==> src/sv/lgha_pkg.sv <==
// Shared constants, types and FSM encoding for the logistic gradient/Hessian accumulator.
// No dependencies; every other file refers to it by scoped names.
package lgha_pkg;
	localparam int DIMENSIONS = 6;
	localparam int DIM_USED = (DIMENSIONS < 2) ? 2 : ((DIMENSIONS > 6) ? 6 : DIMENSIONS);
	localparam int NUM_BETA = 6;
	localparam int NUM_ENTRIES = DIM_USED + DIM_USED * (DIM_USED + 1) / 2;
	localparam int ADDR_W = $clog2(NUM_ENTRIES);
	localparam int DIM_W = $clog2(DIM_USED);
	localparam int IDX_W = 5;
	localparam int VAL_W = 64;
	localparam int FEAT_W = 24;
	localparam int MEAN_W = 18;
	localparam int CFG_IDX_W = 3;
	localparam int ZACC_W = 51;
	localparam int Z_W = ZACC_W - 16;
	localparam int NUM_W = 63;
	localparam int DEN_W = 44;
	localparam int QUO_W = 25;
	localparam int TERM_W = 42;

	localparam logic [CFG_IDX_W-1:0] REG_GENO_MEAN = 3'd6;
	localparam logic [1:0] GENO_MISSING = 2'b11;

	typedef enum logic [3:0] {
		ST_IDLE,
		ST_DOT,
		ST_SQA,
		ST_SQZ,
		ST_DIV,
		ST_WGT,
		ST_ACC,
		ST_EMIT_RD,
		ST_EMIT_LD
	} state_t;

	typedef struct packed {
		logic             start;
		logic [NUM_W-1:0] num;
		logic [DEN_W-1:0] den;
	} div_req_t;

	typedef struct packed {
		logic             done;
		logic [QUO_W-1:0] quo;
	} div_rsp_t;

	typedef struct packed {
		logic              we;
		logic [ADDR_W-1:0] addr;
		logic [VAL_W-1:0]  data;
	} ram_wr_t;
endpackage

==> src/sv/lgha_sum_ram.sv <==
// Sum store: one entry per gradient and Hessian sum, registered read, one write port.
// Per-entry valid bits make unwritten entries read as zero after reset. Uses lgha_pkg.
module lgha_sum_ram (
	input  logic                        clk,
	input  logic                        arst_n,
	input  logic [lgha_pkg::ADDR_W-1:0] rd_addr,
	output logic [lgha_pkg::VAL_W-1:0]  rd_data,
	input  lgha_pkg::ram_wr_t           wr
);
	logic [lgha_pkg::VAL_W-1:0] mem [lgha_pkg::NUM_ENTRIES];
	logic [lgha_pkg::NUM_ENTRIES-1:0] vld_q;
	logic [lgha_pkg::VAL_W-1:0] rd_q;
	logic rd_vld_q;

	always_ff @(posedge clk) begin
		if (wr.we) begin
			mem[wr.addr] <= wr.data;
		end
		rd_q <= mem[rd_addr];
	end

	always_ff @(posedge clk or negedge arst_n) begin
		if (!arst_n) begin
			vld_q <= '0;
			rd_vld_q <= 1'b0;
		end else begin
			if (wr.we) begin
				vld_q[wr.addr] <= 1'b1;
			end
			rd_vld_q <= vld_q[rd_addr];
		end
	end

	assign rd_data = rd_vld_q ? rd_q : '0;
endmodule

==> config.mk <==
export PLATFORM = sky130hd
export DESIGN_NAME = lgha_sum_ram
export DESIGN_NICKNAME = d
export VERILOG_FILES = /design/src/sv/lgha_pkg.sv /design/src/sv/lgha_sum_ram.sv
export SDC_FILE = /design/constraint.sdc
export NUM_CORES = 2
export LEC_CHECK = 0
export BUFFER_PORTS_ARGS = -buffer_cell sky130_fd_sc_hd__buf_2
export CELL_PAD_IN_SITES_DETAIL_PLACEMENT = 1
export CELL_PAD_IN_SITES_GLOBAL_PLACEMENT = 2
export CORE_MARGIN = 5
export CORE_UTILIZATION = 40
export CTS_CLUSTER_SIZE = 28
export DETAILED_ROUTE_END_ITERATION = 8
export PLACE_DENSITY_LB_ADDON = 0.05
export SLEW_MARGIN = 40
export SYNTH_ARGS = -nofsm -noshare
export SYNTH_HDL_FRONTEND = slang
export SYNTH_SLANG_ARGS = --single-unit
==> constraint.sdc <==
create_clock -name clk -period 2.05 [get_ports clk]
set_input_delay 0 -clock clk [delete_from_list [all_inputs] [get_ports clk]]
set_output_delay 0 -clock clk [all_outputs]
set_load 0.01 [all_outputs]
### Yosys cells after proc, flatten, opt, wreduce, memory -nomap -nowiden

Memories as Yosys holds them, arrays and structs flattened. A register that Yosys moved wholly into a read port is not among the register bits.
Index checks and enable logic that the tools add are counted.

* bits in registers: 28
* memory bits (writable): 1728
* bits of input ports: 77
* output and inout port bits: 64
* word-level logic and storage cells: 15
* memories kept: 1

* $lt $le $gt $ge: 3
* muxes and demuxes: 7
* bitwise gates (word level): 1
* reductions and logical operators: 1

Memories
* mem: words 27, width 64, read ports 1, clocked after Yosys merged registers in 1, wr ports 1, line lgha_sum_ram.sv:10 `logic [lgha_pkg::VAL_W-1:0] mem [lgha_pkg::NUM_ENTRIES];`

Operators by type and width (number)
* 2-to-1 mux 64 bit: 1
* OR 27 bit: 1
* less-than comparator 5 x 6 -> 1 bit (second input constant): 2
* binary-select mux 1 bit (select 5 bit): 1
* demux 1 bit (select 5 bit): 1
* >= comparator 5 x 1 -> 1 bit (second input constant): 1
* 2-to-1 mux 1 bit: 4
* logical AND 1 bit: 1

### Logic depth before layout (Yosys ltp)

* word-level depth: 5
* gate-level depth with buffers: 9
* gate-level depth less buffers: 4

### Worst setup path after synthesis

No wires, ideal clock.

* kind: input -> register
* from: input port wr[65] in the netlist's numbering
* to: memory mem[20][0] in the netlist's numbering (enable)
* setup time: 0.487 ns
* arrival: 3.339 ns
* required time: 1.563 ns
* setup slack: -1.776 ns
* stages: 3
* buffers on the path: 1
* cell sequence: or3b_2 > clkbuf_1 > nor2_1

RTL lines
* start: declaration: line lgha_sum_ram.sv:8 `input lgha_pkg::ram_wr_t wr`
* end: declaration: line lgha_sum_ram.sv:10

No word-level cell before the write port.

==> flow_results.xml <==
<?xml version="1.0" encoding="UTF-8"?>
<metrics>
  <group name="synthesis">
    <metric name="postSynthNetCount" unit="">3698</metric>
    <metric name="synth-edff-count" unit="">1728</metric>
    <metric name="avgSynthCellArea" unit="um2">19.1</metric>
    <metric name="synth_sequential_area_ratio" unit="%">77.8</metric>
    <metric name="postSynth.asyncResetShare" unit="%">1.54</metric>
    <metric name="synth.yosys.warnings" unit="">0</metric>
    <metric name="mappedNetlistArea" unit="um2">69200</metric>
    <metric name="yosys.area.top_type" unit="">edfxtp_1</metric>
    <metric name="synth.lib_cells_used.distinct" unit="">35</metric>
    <metric name="synth-seq-cells" unit="">1820</metric>
    <metric name="synth_largest_type_area_fraction" unit="%">74.9</metric>
    <metric name="syn-instance-count" unit="">3621</metric>
    <metric name="synth.area.top_cells" unit="">edfxtp_1 (75%), mux2i_1 (8.5%), mux4_2 (4.2%)</metric>
    <metric name="synth_ff_type" unit="">edfxtp_1</metric>
  </group>
  <group name="grt">
    <metric name="gr-usage-all-layers" unit="%">22.2</metric>
    <metric name="grt_most_used_layer" unit="">met2</metric>
    <metric name="globalRouteMet2Util" unit="%">37.7</metric>
    <metric name="antenna_found_initial" unit="">13</metric>
    <metric name="largest_net_degree_at_the_start_of_global_routing" unit="">62</metric>
    <metric name="use_met1" unit="%">30.0</metric>
    <metric name="grt.met3_usage" unit="%">3.35</metric>
    <metric name="grt_pass1_vias" unit="">39600</metric>
    <metric name="grt_pass1_wl" unit="mm">289</metric>
    <metric name="grt.overflow.total" unit="">0</metric>
  </group>
  <group name="min_path">
    <metric name="hold_path_start" unit="">rd_addr[2]</metric>
    <metric name="worst_hold_path.endpoint" unit="">rd_q[27]$_DFF_P_</metric>
    <metric name="hold_path_class" unit="">input port to flop</metric>
    <metric name="hold_path_depth" unit="">5</metric>
  </group>
  <group name="status">
    <metric name="status" unit="">completed</metric>
  </group>
  <group name="critical_path">
    <metric name="critical_path.reg2reg.endpoint" unit="">rd_q[7]$_DFF_P_</metric>
    <metric name="crit_required" unit="ns">2.76</metric>
    <metric name="start_kind" unit="">input port</metric>
    <metric name="worst_r2r_path_depth" unit="">4</metric>
    <metric name="crit_path_end_kind" unit="">flop</metric>
    <metric name="regToRegStartpoint" unit="">mem[4][7]$_DFFE_PP_</metric>
    <metric name="worst-path-max-fanout" unit="">20</metric>
    <metric name="category_of_the_critical_setup_timing_path" unit="">input port to flop</metric>
    <metric name="critPathArrivalTime" unit="ns">2.72</metric>
    <metric name="r2r_slack" unit="ns">0.14</metric>
  </group>
  <group name="clocking">
    <metric name="cts_tree" unit="">built</metric>
    <metric name="maximum_buffer_depth_of_the_clock_tree" unit="">3</metric>
    <metric name="clk_pin_slew_worst_paths" unit="ns">0.06</metric>
    <metric name="clock_sink_count" unit="">1820</metric>
    <metric name="insertion_delay" unit="ns">0.82</metric>
    <metric name="cts_buffers" unit="">194</metric>
    <metric name="cts.root.buffer_cell" unit="">clkbuf_16</metric>
    <metric name="cts-htree-levels" unit="">4</metric>
  </group>
  <group name="sta">
    <metric name="hold_ws" unit="ns">0.0798</metric>
    <metric name="setup_repair_after_global_routing_missed_its_margin" unit="">false</metric>
    <metric name="layout_worst_path_cycle_share" unit="%">98.3</metric>
    <metric name="setup_viol" unit="">0</metric>
    <metric name="relSlewSlack" unit="%">55.2</metric>
    <metric name="hold_violations" unit="">0</metric>
    <metric name="min_cycle_time_layout" unit="ns">2.01</metric>
    <metric name="worst_pin_slew" unit="ns">0.653</metric>
    <metric name="skew" unit="ns">0.0276</metric>
    <metric name="achievable-frequency" unit="GHz">0.496</metric>
    <metric name="slew_violations" unit="">0</metric>
  </group>
  <group name="pwr">
    <metric name="power_density" unit="nW/um2">981</metric>
    <metric name="pwr-share-clk" unit="%">42.9</metric>
    <metric name="p_switching" unit="mW">17.7</metric>
    <metric name="power_frac_seq" unit="%">51.1</metric>
    <metric name="comb_power_share" unit="%">6.0</metric>
    <metric name="irDropWorstVdd" unit="mV">0.888</metric>
    <metric name="internal-power" unit="mW">63.8</metric>
    <metric name="total_leakage_power" unit="nW">28.4</metric>
    <metric name="switching_part_of_the_total" unit="%">21.7</metric>
    <metric name="report.power.total" unit="mW">81.5</metric>
  </group>
  <group name="layout">
    <metric name="register_area" unit="um2">53900</metric>
    <metric name="final_core_util" unit="%">48.3</metric>
    <metric name="area_growth" unit="%">19.9</metric>
    <metric name="postLayoutCellArea" unit="um2">83000</metric>
    <metric name="fin_nets" unit="">4201</metric>
    <metric name="multi_input_area" unit="um2">14400</metric>
    <metric name="post_route_cells_drive_above_1_share" unit="%">21.7</metric>
    <metric name="layout.filler_cells" unit="">15800</metric>
  </group>
  <group name="placed_design">
    <metric name="post_dp_cell_area" unit="um2">75800</metric>
    <metric name="dp_hpwl" unit="mm">123</metric>
    <metric name="gp_weighted_congestion" unit="">0.764</metric>
    <metric name="port_buffers" unit="">140</metric>
  </group>
  <group name="drt">
    <metric name="detailroute.via_count" unit="">36800</metric>
    <metric name="routed_via_density" unit="">5.57</metric>
    <metric name="drt_wl_total" unit="mm">202</metric>
    <metric name="antenna_violating_nets_post_route" unit="">0</metric>
    <metric name="post-route-drc-count" unit="">0</metric>
    <metric name="drt_iter0_drcs" unit="">2597</metric>
    <metric name="routedWlPerCell" unit="um">30.6</metric>
    <metric name="detailed_routing_iterations_pass_1" unit="">5</metric>
  </group>
  <group name="floorplanning">
    <metric name="rows" unit="">152</metric>
    <metric name="width_of_the_chip" unit="um">426</metric>
    <metric name="dieArea" unit="um2">182000</metric>
    <metric name="die_h" unit="um">426</metric>
    <metric name="placeableCoreArea" unit="um2">172000</metric>
    <metric name="num_io_pins" unit="">141</metric>
    <metric name="start_util" unit="%">40.3</metric>
  </group>
  <group name="run">
    <metric name="maxCapViolCount" unit="">0</metric>
  </group>
</metrics>
[power by group through the flow]
stage,combinational (mW),clock [mW],sequential [mW]
global placement,4.59,0,42.5
floorplan,2.45,0,42.3
finish,4.88,34.9,41.7
CTS,4.98,35.8,41.7
detailed placement,4.69,0,42.5
global route,5.23,37.5,41.7
[cells in the final DEF (no fill, tap or decap), types with 5 or more instances in the layout]
| cell | instances |
|---|---|
| a211oi_1 | 65 |
| a221oi_1 | 126 |
| a22oi_1 | 68 |
| a32oi_1 | 63 |
| and2_1 | 65 |
| buf_12 | 132 |
| buf_2 | 135 |
| buf_4 | 177 |
| bufinv_16 | 16 |
| clkbuf_1 | 57 |
| clkbuf_16 | 198 |
| clkbuf_8 | 22 |
| clkinv_1 | 19 |
| clkinv_2 | 35 |
| clkinv_8 | 5 |
| dfrtp_1 | 27 |
| dfxtp_1 | 64 |
| dlygate4sd3_1 | 79 |
| edfxtp_1 | 1728 |
| mux2i_1 | 585 |
| mux4_2 | 130 |
| nand2_1 | 194 |
| nand3_1 | 5 |
| nand3b_1 | 8 |
| nor2_4 | 30 |
| o21ai_0 | 71 |
| o21ai_1 | 57 |
| o22ai_1 | 64 |
| or2_2 | 27 |
[stage by stage]
stage                     setup TNS [ns]  setup slack, ns  cells
final                                  0           0.0350   6603
after global routing                   0           0.0173   6600
after global placement                 0            0.129   6153
after floorplan                  -515.39           -0.638   3621
after CTS                              0           0.0149   6600
after detailed placement               0           0.0476   6153
[kinds of logic after synthesis]
| kind of cell | Yosys count | synth area share [%] |
|---|---|---|
| multiplexers | 715 | 12.7 |
| AND/OR/NAND/NOR | 344 | 2.32 |
| buffers and inverters | 223 | 1.81 |
| flip-flops | 1820 | 77.8 |
| AO/OA/AOI/OAI | 519 | 5.38 |
[sequential cells by signal (all words and copies together), names as in the netlist]
register  flops
vld_q        27
rd_vld_q      1
mem        1728
rd_q         64
[critical path, cell delays in order]
cell           delay [ns]
dlygate4sd3_1        0.57
buf_8                0.20
nor2_4               0.51
buf_4                0.46
a221oi_1             0.13
o21ai_1              0.11
a32oi_1              0.12
dlygate4sd3_1        0.56
[worst max path at each step]
| stage | start | depth (start not counted) | to | slack, ns |
|---|---|---|---|---|
| 2_1_floorplan | wr[67] | 2 | mem[17][0]$_DFFE_PP_ | -0.64 |
| 3_3_place_gp | rd_addr[1] | 7 | rd_q[19]$_DFF_P_ | 0.13 |
| 3_5_place_dp | rd_addr[0] | 8 | rd_q[29]$_DFF_P_ | 0.05 |
| 4_1_cts | rd_vld_q$_DFF_PN0_ | 4 | rd_data[15] | 0.01 |
| 5_1_grt | rd_addr[1] | 8 | rd_q[7]$_DFF_P_ | 0.02 |
| 6_report | rd_addr[1] | 8 | rd_q[7]$_DFF_P_ | 0.04 |
[final cells by class]
cell class / count / share of cell area [%]
diodes: 4 / 0.0121
clock buffers: 277 / 6.59
clock inverters: 84 / 1.08
inverters: 1 / 0.00753
multi-input cells: 1578 / 17.3
flip-flops and latches: 1820 / 64.9
well taps: 2310 / 3.48
repair buffers: 529 / 6.66
[routing by layer]
layer  up-vias  wire length [um]
met3       301              8170
met5         -                31
met1     19900             88600
li1      15800                 -
met2       803            100000
met4         6              5060
[synthesized netlist by cell type (3+ instances only)]
| library cell | count |
|---|---|
| a211oi_1 | 65 |
| a221oi_1 | 126 |
| a22oi_1 | 68 |
| a32oi_1 | 63 |
| and2_1 | 66 |
| buf_1 | 3 |
| buf_12 | 7 |
| buf_2 | 54 |
| buf_4 | 36 |
| buf_6 | 13 |
| clkbuf_1 | 109 |
| dfrtp_1 | 28 |
| dfxtp_1 | 64 |
| edfxtp_1 | 1728 |
| mux2i_1 | 585 |
| mux4_2 | 130 |
| nand2_1 | 194 |
| nand3_1 | 5 |
| nand3b_1 | 8 |
| nor2_1 | 31 |
| nor2b_1 | 5 |
| o21ai_0 | 71 |
| o21ai_1 | 57 |
| o22ai_1 | 64 |
| or2_2 | 27 |
| or3b_2 | 3 |
[repair_timing]
| action | 4_1_cts | 5_1_grt |
|---|---|---|
| hold endpoints to repair | 1900 | 0 |
| setup buffers | 7 | 0 |
| hold buffers | 81 | 0 |
| setup endpoints to repair | 64 | 40 |
| pin swaps | 0 | 1 |
| resized for setup | 1 | 0 |
Note: power is estimated with default switching activity, not from simulation.
