--- src/sv/lgha_pkg.sv ---
// Shared constants, types and FSM encoding for the logistic gradient/Hessian accumulator.
// No dependencies; every other file refers to it by scoped names.
package lgha_pkg;
	localparam int DIMENSIONS = 6;
	localparam int DIM_USED = (DIMENSIONS < 2) ? 2 : ((DIMENSIONS > 6) ? 6 : DIMENSIONS);
	localparam int NUM_BETA = 6;
	localparam int NUM_ENTRIES = DIM_USED + DIM_USED * (DIM_USED + 1) / 2;
	localparam int ADDR_W = $clog2(NUM_ENTRIES);
	localparam int DIM_W = $clog2(DIM_USED);
	localparam int IDX_W = 5;
	localparam int VAL_W = 64;
	localparam int FEAT_W = 24;
	localparam int MEAN_W = 18;
	localparam int CFG_IDX_W = 3;
	localparam int ZACC_W = 51;
	localparam int Z_W = ZACC_W - 16;
	localparam int NUM_W = 63;
	localparam int DEN_W = 44;
	localparam int QUO_W = 25;
	localparam int TERM_W = 42;

	localparam logic [CFG_IDX_W-1:0] REG_GENO_MEAN = 3'd6;
	localparam logic [1:0] GENO_MISSING = 2'b11;

	typedef enum logic [3:0] {
		ST_IDLE,
		ST_DOT,
		ST_SQA,
		ST_SQZ,
		ST_DIV,
		ST_WGT,
		ST_ACC,
		ST_EMIT_RD,
		ST_EMIT_LD
	} state_t;

	typedef struct packed {
		logic             start;
		logic [NUM_W-1:0] num;
		logic [DEN_W-1:0] den;
	} div_req_t;

	typedef struct packed {
		logic             done;
		logic [QUO_W-1:0] quo;
	} div_rsp_t;

	typedef struct packed {
		logic              we;
		logic [ADDR_W-1:0] addr;
		logic [VAL_W-1:0]  data;
	} ram_wr_t;
endpackage

--- src/sv/lgha_div.sv ---
// Restoring divider for the sigmoid, one quotient bit per cycle.
// Quotient is known to stay below 2^QUO_W. Uses lgha_pkg.
module lgha_div (
	input  logic               clk,
	input  logic               arst_n,
	input  lgha_pkg::div_req_t req,
	output lgha_pkg::div_rsp_t rsp
);
	localparam int SH_W = lgha_pkg::DEN_W + lgha_pkg::QUO_W - 1;
	localparam int CNT_W = $clog2(lgha_pkg::QUO_W);

	logic [lgha_pkg::NUM_W-1:0] rem_q;
	logic [SH_W-1:0] dsh_q;
	logic [lgha_pkg::QUO_W-1:0] quo_q;
	logic [CNT_W-1:0] cnt_q;
	logic busy_q, done_q;
	logic [SH_W-1:0] rem_ext, diff;
	logic ge;

	assign rem_ext = {{(SH_W-lgha_pkg::NUM_W){1'b0}}, rem_q};
	assign ge = rem_ext >= dsh_q;
	assign diff = rem_ext - dsh_q;

	always_ff @(posedge clk) begin
		if (req.start) begin
			rem_q <= req.num;
			dsh_q <= {req.den, {(lgha_pkg::QUO_W-1){1'b0}}};
			quo_q <= '0;
		end else if (busy_q) begin
			if (ge) begin
				rem_q <= diff[lgha_pkg::NUM_W-1:0];
			end
			quo_q <= {quo_q[lgha_pkg::QUO_W-2:0], ge};
			dsh_q <= dsh_q >> 1;
		end
	end

	always_ff @(posedge clk or negedge arst_n) begin
		if (!arst_n) begin
			busy_q <= 1'b0;
			done_q <= 1'b0;
			cnt_q <= '0;
		end else begin
			done_q <= 1'b0;
			if (req.start) begin
				busy_q <= 1'b1;
				cnt_q <= CNT_W'(lgha_pkg::QUO_W - 1);
			end else if (busy_q) begin
				cnt_q <= cnt_q - 1'b1;
				if (cnt_q == '0) begin
					busy_q <= 1'b0;
					done_q <= 1'b1;
				end
			end
		end
	end

	assign rsp.done = done_q;
	assign rsp.quo = quo_q;
endmodule

--- config.mk ---
export PLATFORM = sky130hd
export DESIGN_NAME = lgha_div
export DESIGN_NICKNAME = d
export VERILOG_FILES = /design/src/sv/lgha_pkg.sv /design/src/sv/lgha_div.sv
export SDC_FILE = /design/constraint.sdc
export NUM_CORES = 1
export LEC_CHECK = 0
export ABC_AREA = 1
export BUFFER_PORTS_ARGS = -buffer_cell sky130_fd_sc_hd__buf_4
export CORE_MARGIN = 5
export CORE_UTILIZATION = 55
export DETAILED_ROUTE_END_ITERATION = 16
export GPL_TIMING_DRIVEN = 0
export PLACE_DENSITY = 0.74
export SETUP_SLACK_MARGIN = 0.5
export SYNTH_ARGS = -nofsm -noshare
export SYNTH_HDL_FRONTEND = slang
export SYNTH_SLANG_ARGS = --single-unit
--- constraint.sdc ---
create_clock -name clk -period 6.2 [get_ports clk]
set_clock_uncertainty 0.15 [all_clocks]
set_input_delay 0.62 -clock clk [delete_from_list [all_inputs] [get_ports clk]]
set_output_delay 0.62 -clock clk [all_outputs]
set_load 0.02 [all_outputs]
# Word-level counts from Yosys, hierarchy flattened
# Cells that the tools add are included.
[totals] register_bits=163 out_inout_bits=26
[classes] addsub=2 n_lt_le_gt_ge=1 n_mux=13 n_reduce_logical=4
[op_table] cell="63-bit two-way mux" n=3
[op_table] cell="68-bit two-way mux" n=2
[op_table] cell="63-bit by 68-bit >= comparator with 1-bit output" n=1
[op_table] cell="63-bit subtractor" n=1
[op_table] cell="5-bit two-way mux" n=2
[op_table] cell="1-bit two-way mux" n=6
[op_table] cell="5-bit zero test" n=1
[op_table] cell="5-bit by 1-bit subtractor with 5-bit output (second input constant)" n=1
[op_table] cell="2-bit nonzero test" n=2
[op_table] cell="2-bit AND reduction" n=1

# Logic depth before layout (Yosys ltp)
# Gate-level depths: netlist (run 1).
[depth] depth_word=4 depth_mapped=17

# Worst setup path before layout (run 1)
# No wires, ideal clock.
[synth_timing] kind="reg2reg" start="register rem_q[0] (netlist name)" end="register rem_q[0] (netlist name) (enable)" arrival_time_ns=2.747 required_ns=5.364 setup_slack_ns=2.617 path_stages_with_launch=15 n_path_buf=0 cell_sequence="edfxtp_1 > inv_1 > ha_1 > inv_1 > fa_1 > nand3_1 > nand3_2 > nand2_1 > nand3_2 > nand2_1 > nand3_2 > nand2_1 > nand2_1 > nand2_1 > nand2_1"
[synth_via] elab_chain_len=3
[synth_rtl] item="start, declared" line="lgha_div.sv:12" rtl="logic [lgha_pkg::NUM_W-1:0] rem_q;"
[synth_rtl] item="start signal, assigned" line="lgha_div.sv:26" rtl="rem_q <= req.num;"
[synth_rtl] item="start signal, assigned" line="lgha_div.sv:31" rtl="rem_q <= diff[lgha_pkg::NUM_W-1:0];"
[synth_rtl] item="63-bit by 68-bit >= comparator with 1-bit output" line="lgha_div.sv:21" rtl="assign ge = rem_ext >= dsh_q;"
[synth_rtl] item="2-bit nonzero test (no line)"
[synth_rtl] item="2-bit AND reduction (no line)"
# Every way passes these cells.
# A chain may end at the register's enable or synchronous reset.

# Worst setup path in the final report (run 1)
[layout_timing] start="register rem_q[0] (netlist name)" end="register rem_q[46] (netlist name) (enable)"
# The elaborated chain is that of the path after synthesis.

==> results.toml, run 1 <==
[logic_synthesis]
syn_nets = 2071
synthDistinctLibCells = 38
avgSynthCellArea_sq_um = 6.56
synth_warnings = 0
ys_seq_area_share_pct = 35.1
syn_inst = 1895
synth_area_sq_um = 12400
synth-seq-cells = 163

[setup_path]
rr_worst_depth = 14
cp_top_family = "simple AND/OR/NAND/NOR gates"
r2r_setup_slack_ns = 2.83
worstReg2RegEnd = "rem_q[46]"
path_class = "register to register"
cp-end-kind = "register"
path_max_fanout = 63
cp_slowest_cell = "fa_1"
start_kind = "register"
worstPathRequired_ns = 6.02
cp.arrival_ns = 3.18
crit_start = "rem_q[0]"
cp_num_buf_inv = 2
crit_top_cell = "nand2_1"
worstPathCellList = "inv_1, ha_1, inv_1, fa_1, nand3_1, nand3_2, nand2_1, nand3_2, nand2_1, nand3_2, nand2_1, nand2_1, nand2_1, nand2_4"
cp-endpoint = "rem_q[46]"
cp.depth = 14
slowest_delay_ns = 0.48
rr_startpoint = "rem_q[0]"

[sta]
slew_headroom_pct = 30.6
tns_ns = 0
layout_setup_ws_ns = 2.83
hold_viol = 0
finalSetupViolCount = 0
rsz0062_at_grt = "no"
tightestPinTransition_ns = 1.04
finalCritPeriodShare_pct = 54.3
max_freq_mhz = 297
finalCriticalPeriod_ns = 3.37
slew_viol_final = 0

[global_route]
grt_max_degree = 64
grt-ovfl-total = 0
antenna_found_initial = 0
grt_util_all_layers_pct = 30.4
grt_pass1_wl_microns = 61600
grt_pass1_vias = 11700

[floorplan]
die_w_microns = 160
core_sq_um = 22400
die_h_microns = 160
ios = 136
die_area_sq_um = 25700
initial_core_util_pct = 55.4
rows = 55

[hold_path]
hold_depth = 3
hp-class = "input pin to register"

[cells_and_area]
drive_above_1_share_pct = 13.6
fillers = 2117
antennaDiodeCount = 0
fin_util_pct = 64.4
syn_to_final_growth_pct = 16.1
design_area_sq_um = 14400
ff_latch_area_sq_um = 4370
fin_nets = 2226
multiInputGateArea_sq_um = 6370

[routing]
routedWlPerCell_microns = 16.7
final_antenna_net_count = 0
vias = 12100
drt-initial-drc-count = 983
routed_wl_microns = 39300
drc = 0
firstDrtPassIters = 9
via_per_inst = 5.16

[power]
pwr_density_cell_nw_per_um2 = 289
p_leak_nw = 7.72
ir_worst_vdd_uv = 186

[placed_design]
gp_congestion = 0.963
dp_slack_ns = 2.85
io_buffers = 134
dpl_cell_area_sq_um = 13800
dp_hpwl_microns = 32100

[clock_network]
cts_tree = "done"
clk_pin_slew_ns = 0.08
post_cts_buffers = 0
htreeDepth = 4
insertion_delay_ns = 0.44
cts_sinks = 163
cts_buffer_depth = 2
cts_root_buffer = "clkbuf_16"
cts_buffers = 17

[status]
status = "completed"

[job]
max-cap-violations = 0
worst min-delay path by stage:
stage / start / endpoint / slack [ns]
finish: req[43] / dsh_q[67] / 0.28
CTS: req[43] / dsh_q[67] / 0.28
global placement: arst_n / done_q / 0.29
floorplan: arst_n / busy_q / 0.17
global route: req[43] / dsh_q[67] / 0.28
detailed placement: arst_n / done_q / 0.29
routing by layer:
metal	track usage, %	share of wire [%]
met1	43.2	45
met2	48.5	44
met3	4.52	8.1
met4	8.64	2.3
met5	0	0
where the power goes:
group | switching, mW | internal (mW) | leakage (nW)
clock network | 0.561 | 0.550 | 0.297
logic | 1.17 | 0.561 | 5.84
registers | 0.0360 | 1.30 | 1.59
registers in the layout, indices dropped and copies added, names as in the netlist:
register  flops
done_q        1
cnt_q         5
busy_q        1
rem_q        63
dsh_q        68
quo_q        25
worst register-to-register path, delay by kind of cell, from the launching register on:
| family | cells | cell delay [ns] |
|---|---|---|
| adder cells (fa/ha/maj) | 2 | 0.61 |
| buffers and inverters | 2 | 0.16 |
| flip-flops | 1 | 0.36 |
| AND/OR/NAND/NOR | 10 | 1.51 |
logic make-up after synthesis:
kind of cell | synth area share (%)
xor gates and xnor gates | 1.34
buffers and inverters | 13.7
AOI/OAI and AO/OA | 7.88
adders and majority gates | 6.70
DFF | 35.1
and+or+nand+nor | 35.3
final cells by class:
type | instances | area share, %
multi-input combinational | 1281 | 44.1
sequential | 163 | 30.2
inverter | 417 | 10.8
timing repair buffer | 136 | 7.17
clock buffer | 17 | 2.94
tap | 285 | 2.47
clock inverter | 15 | 1.26
buffer | 34 | 0.953
cells in the final DEF (no fill, tap or decap), types with 49 or more instances in the layout:
| master | instances |
|---|---|
| buf_4 | 135 |
| nand3_1 | 86 |
| inv_1 | 405 |
| nand2_1 | 718 |
| a21oi_1 | 49 |
| edfxtp_1 | 107 |
| ha_1 | 65 |
| o21ai_0 | 66 |
| dfxtp_1 | 49 |
| nor2_1 | 75 |
stage by stage:
step	std cells	power (mW)	hold slack [ns]
2_1_floorplan	1895	2.54	0.174
5_1_grt	2348	4.44	0.284
6_report	2348	4.18	0.285
4_1_cts	2348	4.16	0.277
3_5_place_dp	2315	3.05	0.287
3_3_place_gp	2314	3.03	0.287
cells in the mapped netlist, drive strengths merged:
cell     instances  area share, %
a21o             2           0.12
a21oi           49            2.0
a22o             2           0.14
and2             4           0.20
and3             3           0.15
buf              8           0.31
clkbuf          26           0.78
clkinv           3          0.091
dfrtp            7            1.4
dfxtp           49            7.9
edfxtp         107             26
fa               1           0.16
ha              65            6.5
inv            414             12
nand2          753             23
nand3           97            4.3
nand3b           5           0.30
nand4           13           0.65
nor2           116            4.8
nor3            12           0.68
nor4             6           0.35
o2111ai          1          0.070
o21ai           75            3.0
o21bai           4           0.24
o22ai           46            2.3
or2              8           0.40
xnor2           19            1.3
what timing repair did:
item                      in CTS  in global routing
resized for setup              0                  0
hold endpoints to repair       7                  0
hold buffers                   1                  0
Power figures use the tool's default switching activity.
==> run 2: changes to the inputs <==
--- a/config.mk
+++ b/config.mk
@@ -5,13 +5,13 @@
 export SDC_FILE = /design/constraint.sdc
 export NUM_CORES = 1
 export LEC_CHECK = 0
-export ABC_AREA = 1
+export ABC_AREA = 0
 export BUFFER_PORTS_ARGS = -buffer_cell sky130_fd_sc_hd__buf_4
 export CORE_MARGIN = 5
-export CORE_UTILIZATION = 55
+export CORE_UTILIZATION = 54
 export DETAILED_ROUTE_END_ITERATION = 16
 export GPL_TIMING_DRIVEN = 0
-export PLACE_DENSITY = 0.74
+export PLACE_DENSITY = 0.77
 export SETUP_SLACK_MARGIN = 0.5
 export SYNTH_ARGS = -nofsm -noshare
 export SYNTH_HDL_FRONTEND = slang
==> constraint.sdc (replaced) <==
create_clock -name clk -period 2.8 [get_ports clk]
set_clock_uncertainty 0.15 [all_clocks]
set_input_delay 0.28 -clock clk [delete_from_list [all_inputs] [get_ports clk]]
set_output_delay 0.28 -clock clk [all_outputs]
set_load 0.02 [all_outputs]
==> results.toml, run 2 <==
[setup_path]
path_max_fanout = 8
worstPathRequired_ns = 2.75
cp.depth = 14
cp-end-kind = "register"
slowest_delay_ns = 0.36
start_kind = "register"
rr_worst_depth = 14
crit_top_cell = "a21o_1"
cp.arrival_ns = 3.73
cp_top_family = "compound AO/OA/AOI/OAI gates"
path_class = "register to register"
cp_slowest_cell = "edfxtp_1"
cp_num_buf_inv = 3
worstPathCellList = "inv_1, ha_2, inv_2, fa_2, a21o_1, a221o_1, a21o_1, o311a_1, o21ai_2, nand3_2, o211ai_1, a31o_4, buf_12, nand2_4"

[floorplan]
core_sq_um = 19500
die_h_microns = 151
die_area_sq_um = 22800
initial_core_util_pct = 55.0
rows = 51
ios = 136
die_w_microns = 151

[global_route]
grt_pass1_vias = 10200
grt_pass1_wl_microns = 51600
grt_util_all_layers_pct = 28.8
grt-ovfl-total = 0
grt_max_degree = 32
antenna_found_initial = 0

[sta]
slew_viol_final = 0
hold_viol = 0
rsz0062_at_grt = "yes"
layout_setup_ws_ns = -0.983
whs_ns = 0.00435
finalSetupViolCount = 112
slew_headroom_pct = 13.4
finalCriticalPeriod_ns = 3.78
max_freq_mhz = 264
finalCritPeriodShare_pct = 135
tightestPinTransition_ns = 1.30

[cells_and_area]
fin_util_pct = 76.7
max_flop_register = "dsh_q"
drive_above_1_share_pct = 25.4
fin_nets = 1684
largest_reg_flops = 68
fillers = 1349
layout_commonest_cell = "buf_4"
layoutNonFillerInstCount = 1787
syn_to_final_growth_pct = 39.4
layout_common_cells = "173 x buf_4, 171 x nand2_1, 107 x edfxtp_1"
layout_top_registers = "dsh_q x68, rem_q x63, quo_q x25"

[logic_synthesis]
ys_seq_area_share_pct = 40.7
yosysTopAreaCell = "edfxtp_1"
synthDistinctLibCells = 87
synth-seq-cells = 163
synth_area_sq_um = 10700
netlist.area_leader.share_pct = 29.9
synth_ff_type = "edfxtp_1"
synth_commonest_cells = "176 x nand2_1, 116 x o21ai_0, 107 x edfxtp_1"
avgSynthCellArea_sq_um = 8.87
syn_inst = 1211
synthTopCellsByArea = "edfxtp_1 30%, dfxtp_1 9.1%, ha_1 7.6%"
synth.most_common_cell = "nand2_1"
synthArstFlopShare_pct = 4.29
synth_warnings = 0
syn_nets = 1387
synth_edf_count = 107

[placed_design]
dp_cells = 1610
dp_hpwl_microns = 21900
dp_slack_ns = -1.31
io_buffers = 134
gp_congestion = 0.941

[power]
pwr_density_cell_nw_per_um2 = 660
ir_worst_vdd_uv = 448
p_leak_nw = 6.54
power.total_mw = 9.87

[clock_network]
cts_sinks = 163
cts_buffer_depth = 2
cts_root_buffer = "clkbuf_16"
insertion_delay_ns = 0.44
clk_pin_slew_ns = 0.08
cts_tree = "done"
cts_buffers = 17
htreeDepth = 4

[hold_path]
hold_depth = 3
hp-class = "input pin to register"

[job]
max-cap-violations = 0

[routing]
final_antenna_net_count = 0
via_per_inst = 5.93
firstDrtPassIters = 6
vias = 10600
routed_wl_microns = 34300
routedWlPerCell_microns = 19.2
drc = 0
drt-initial-drc-count = 967

[status]
violations = "negative setup slack"
status = "finished, violations left"
run 2: final timing paths:
| check | start | end | slack, ns |
|---|---|---|---|
| max | rem_q[0] | rem_q[4] | -0.98 |
| min | req[46] | rem_q[2] | 0.004 |
| max reg2reg | rem_q[0] | rem_q[4] | -0.98 |
| min reg2reg | dsh_q[0] | dsh_q[0] | 0.36 |
| max in group asynchronous | arst_n | cnt_q[4] | 2.34 |
| min in group asynchronous | arst_n | cnt_q[3] | 0.03 |
run 2: layout make-up:
type	count	area, sq um	area share, %
multi-input combinational	900	6560	43.8
sequential	163	4380	29.2
timing repair buffer	270	2350	15.7
clock buffer	17	425	2.84
buffer	70	398	2.66
tap	265	332	2.22
inverter	86	323	2.16
clock inverter	15	206	1.38
antenna	1	2.50	0.0167
run 2: cell families after synthesis:
| logic type | after synthesis | share of synthesized area [%] |
|---|---|---|
| muxes | 51 | 4.78 |
| and+or+nand+nor | 380 | 16.2 |
| AOI/OAI and AO/OA | 340 | 19.9 |
| buffers and inverters | 156 | 6.12 |
| adders and majority gates | 66 | 7.76 |
| DFF | 163 | 40.7 |
| xor gates and xnor gates | 55 | 4.49 |
run 2: repair_timing:
| item | in CTS | in global routing |
|---|---|---|
| buffers inserted | 31 | 20 |
| resized for setup | 93 | 94 |
| pin swaps | 40 | 35 |
| cloned | 5 | 3 |
| endpoints found under the hold margin | 91 | 0 |
| endpoints found under the setup margin | 182 | 154 |
| hold buffers | 85 | 0 |
run 2: worst reg2reg max path: stages, from the launching register on:
cell,delay [ns]
edfxtp_1,0.36
inv_1,0.07
ha_2,0.18
inv_2,0.04
fa_2,0.33
a21o_1,0.19
a221o_1,0.35
a21o_1,0.21
o311a_1,0.33
o21ai_2,0.20
nand3_2,0.13
o211ai_1,0.32
a31o_4,0.30
buf_12,0.14
nand2_4,0.13
run 2: power by group:
part | internal, mW | total [mW] | switching [mW]
Combinational | 1.91 | 4.34 | 2.42
Sequential | 2.92 | 3.06 | 0.133
Clock | 1.24 | 2.48 | 1.24
Total | 6.08 | 9.87 | 3.80
run 2: metal layers:
layer	share of wire (%)	GRT usage [%]	up-vias
met5	0	0	-
met3	8.3	6.13	90
met4	3.1	10.6	0
met1	41	37.3	5047
met2	48	47.6	506
li1	-	-	4945
run 2: through the flow:
| step | cell area, sq um | TNS (ns) |
|---|---|---|
| 6_report | 15000 | -77.90 |
| 5_1_grt | 15000 | -87.08 |
| 4_1_cts | 14500 | -72.14 |
| 3_5_place_dp | 12300 | -114.11 |
| 3_3_place_gp | 12300 | -107.52 |
| 2_1_floorplan | 11000 | -42.62 |
==> run 3: changes to the inputs <==
--- a/config.mk
+++ b/config.mk
@@ -5,10 +5,11 @@
 export SDC_FILE = /design/constraint.sdc
 export NUM_CORES = 1
 export LEC_CHECK = 0
-export ABC_AREA = 0
+export ABC_AREA = 1
 export BUFFER_PORTS_ARGS = -buffer_cell sky130_fd_sc_hd__buf_4
 export CORE_MARGIN = 5
-export CORE_UTILIZATION = 54
+export CORE_UTILIZATION = 55
+export CTS_CLUSTER_SIZE = 28
 export DETAILED_ROUTE_END_ITERATION = 16
 export GPL_TIMING_DRIVEN = 0
 export PLACE_DENSITY = 0.77
==> results.toml, run 3 (synthesis gave the netlist of run 1 again) <==
[cells_and_area]
layout_top_registers = "dsh_q x68, rem_q x63, quo_q x25"
drive_above_1_share_pct = 34.7
design_area_sq_um = 19200
fin_nets = 2443
fillers = 1212
syn_to_final_growth_pct = 54.2
largest_reg_flops = 68
layout_common_cells = "543 x nand2_1, 374 x inv_1, 218 x buf_4"
layout_commonest_cell = "nand2_1"
max_flop_register = "dsh_q"
fin_util_pct = 85.5

[setup_path]
crit_top_cell = "nand2_8"
worstReg2RegEnd = "rem_q[14]"
slowest_delay_ns = 0.43
worstPathRequired_ns = 2.80
worstPathCellList = "inv_1, ha_1, a21oi_1, nor2_1, o2111ai_1, nand2_1, nor2_2, nand2_4, nand2_8, buf_12, nand2_8"
cp_slowest_cell = "a21oi_1"
cp_num_buf_inv = 2
r2r_setup_slack_ns = 0.05
path_class = "register to register"
rr_worst_depth = 11
cp-end-kind = "register"
start_kind = "register"
path_max_fanout = 8
rr_startpoint = "dsh_q[61]"
cp_top_family = "simple AND/OR/NAND/NOR gates"
cp.arrival_ns = 2.75

[floorplan]
die_h_microns = 160
core_sq_um = 22400
die_w_microns = 160
initial_core_util_pct = 55.4
rows = 55
ios = 136
die_area_sq_um = 25700

[status]
status = "completed"

[power]
ir_worst_vdd_uv = 460
p_clk_share_pct = 21.9
p_comb_share_pct = 52.7
pwr_density_cell_nw_per_um2 = 625
p_leak_nw = 9.55
pwr-share-seq_pct = 25.4
switching_share_pct = 44.8
p_sw_mw = 5.38
power.internal_mw = 6.62
power.total_mw = 12.0

[placed_design]
dp_hpwl_microns = 32100
io_buffers = 134
gp_congestion = 0.989
dpl_cell_area_sq_um = 14100

[global_route]
grt-ovfl-total = 0
grt_util_all_layers_pct = 36.9
grt_pass1_wl_microns = 74600
grt_max_degree = 54
antenna_found_initial = 3
grt_pass1_vias = 13900

[sta]
max_freq_mhz = 364
rsz0062_at_grt = "yes"
slew_headroom_pct = 22.0
hold_viol = 0
finalCritPeriodShare_pct = 98.1
tightestPinTransition_ns = 1.17
finalCriticalPeriod_ns = 2.75
slew_viol_final = 0
finalSetupViolCount = 0

[clock_network]
htreeDepth = 4
insertion_delay_ns = 0.47
cts_root_buffer = "clkbuf_16"
clk_pin_slew_ns = 0.08
cts_buffers = 17
cts_buffer_depth = 2
cts_tree = "done"
cts_sinks = 163

[routing]
via_per_inst = 5.90
final_antenna_net_count = 0
drc = 0
routed_wl_microns = 56400
drt-initial-drc-count = 1965
vias = 15100
firstDrtPassIters = 8
routedWlPerCell_microns = 22.0

[hold_path]
hold_depth = 3
hp-class = "input pin to register"
holdCritStartpoint = "req[88]"
holdPathEnd = "rem_q[44]"

[job]
max-cap-violations = 0
-- run 3: cell count changes in the layout (fill, tap and decap cells not counted), moves of 43 or more --
cell / change
buf_4: +45
nand2_4: +69
nand2_2: +130
mux2i_1: -49
nand2_1: +372
inv_1: +291
ha_4: +49
nor2_4: +49
ha_1: -48
o22ai_1: +44
nor2_1: -43
-- run 3: worst max-delay path by stage --
stage,slack [ns],startpoint,endpoint,cells past startpoint
after CTS,0.23,rem_q[0],rem_q[62],15
final,0.05,dsh_q[61],rem_q[14],11
after global placement,-0.17,rem_q[44],rem_q[47],13
after detailed placement,-0.23,rem_q[44],rem_q[25],13
after floorplan,0.41,rem_q[0],rem_q[0],14
after global routing,-0.06,dsh_q[61],rem_q[61],11
-- run 3: routing by layer --
metal  share of wire (%)  up-vias  wire length, microns  global-route usage (%)
met4                 7.1        2                  4000                    14.7
met3                  11      318                  6430                    7.78
met1                  36     7026                 20200                    47.0
li1                    -     6607                     -                       -
met5               0.032        -                    18                       0
met2                  46     1181                 25700                    61.5
-- run 3: through the flow --
step | hold WS [ns] | worst slack (ns) | instances | TNS, ns
after floorplan | -0.166 | 0.414 | 1895 | 0
after global placement | -0.0540 | -0.169 | 2314 | -10.41
after detailed placement | -0.0536 | -0.232 | 2314 | -14.25
after CTS | 0.00555 | 0.234 | 2506 | 0
after global routing | 0.0234 | -0.0586 | 2565 | -2.21
final | 0.00261 | 0.0538 | 2566 | 0
-- run 3: worst reg2reg max path, cell delays in order, from the launching register on --
cell	delay (ns)
edfxtp_1	0.38
inv_1	0.10
ha_1	0.28
a21oi_1	0.43
nor2_1	0.12
o2111ai_1	0.23
nand2_1	0.09
nor2_2	0.15
nand2_4	0.10
nand2_8	0.13
buf_12	0.16
nand2_8	0.11
-- run 3: layout make-up --
| cell class | count | area [sq um] | area share (%) |
|---|---|---|---|
| Sequential cell | 163 | 4370 | 22.8 |
| Timing Repair Buffer | 346 | 3010 | 15.7 |
| Clock buffer | 18 | 450 | 2.35 |
| Antenna cell | 1 | 2.50 | 0.0130 |
| Buffer | 34 | 143 | 0.744 |
| Tap cell | 285 | 357 | 1.86 |
| Clock inverter | 14 | 178 | 0.926 |
| Inverter | 417 | 1570 | 8.19 |
| Multi-Input combinational cell | 1288 | 9100 | 47.5 |
-- run 3: power groups by stage --
| stage | clock network, mW | registers [mW] | logic [mW] |
|---|---|---|---|
| floorplan | 0 | 3.02 | 2.76 |
| global placement | 0 | 3.02 | 3.85 |
| detailed placement | 0 | 3.04 | 3.90 |
| CTS | 2.54 | 3.03 | 4.99 |
| global route | 2.68 | 3.06 | 6.64 |
| finish | 2.62 | 3.05 | 6.32 |
-- run 3: timing repair --
item                                    CTS  global route
pin swaps                                91           138
gates cloned                              7             0
endpoints found under the hold margin   107             1
buffers inserted                         51            58
hold buffers                            102             1
gates resized for setup                 299           270
endpoints found under the setup margin  164           118
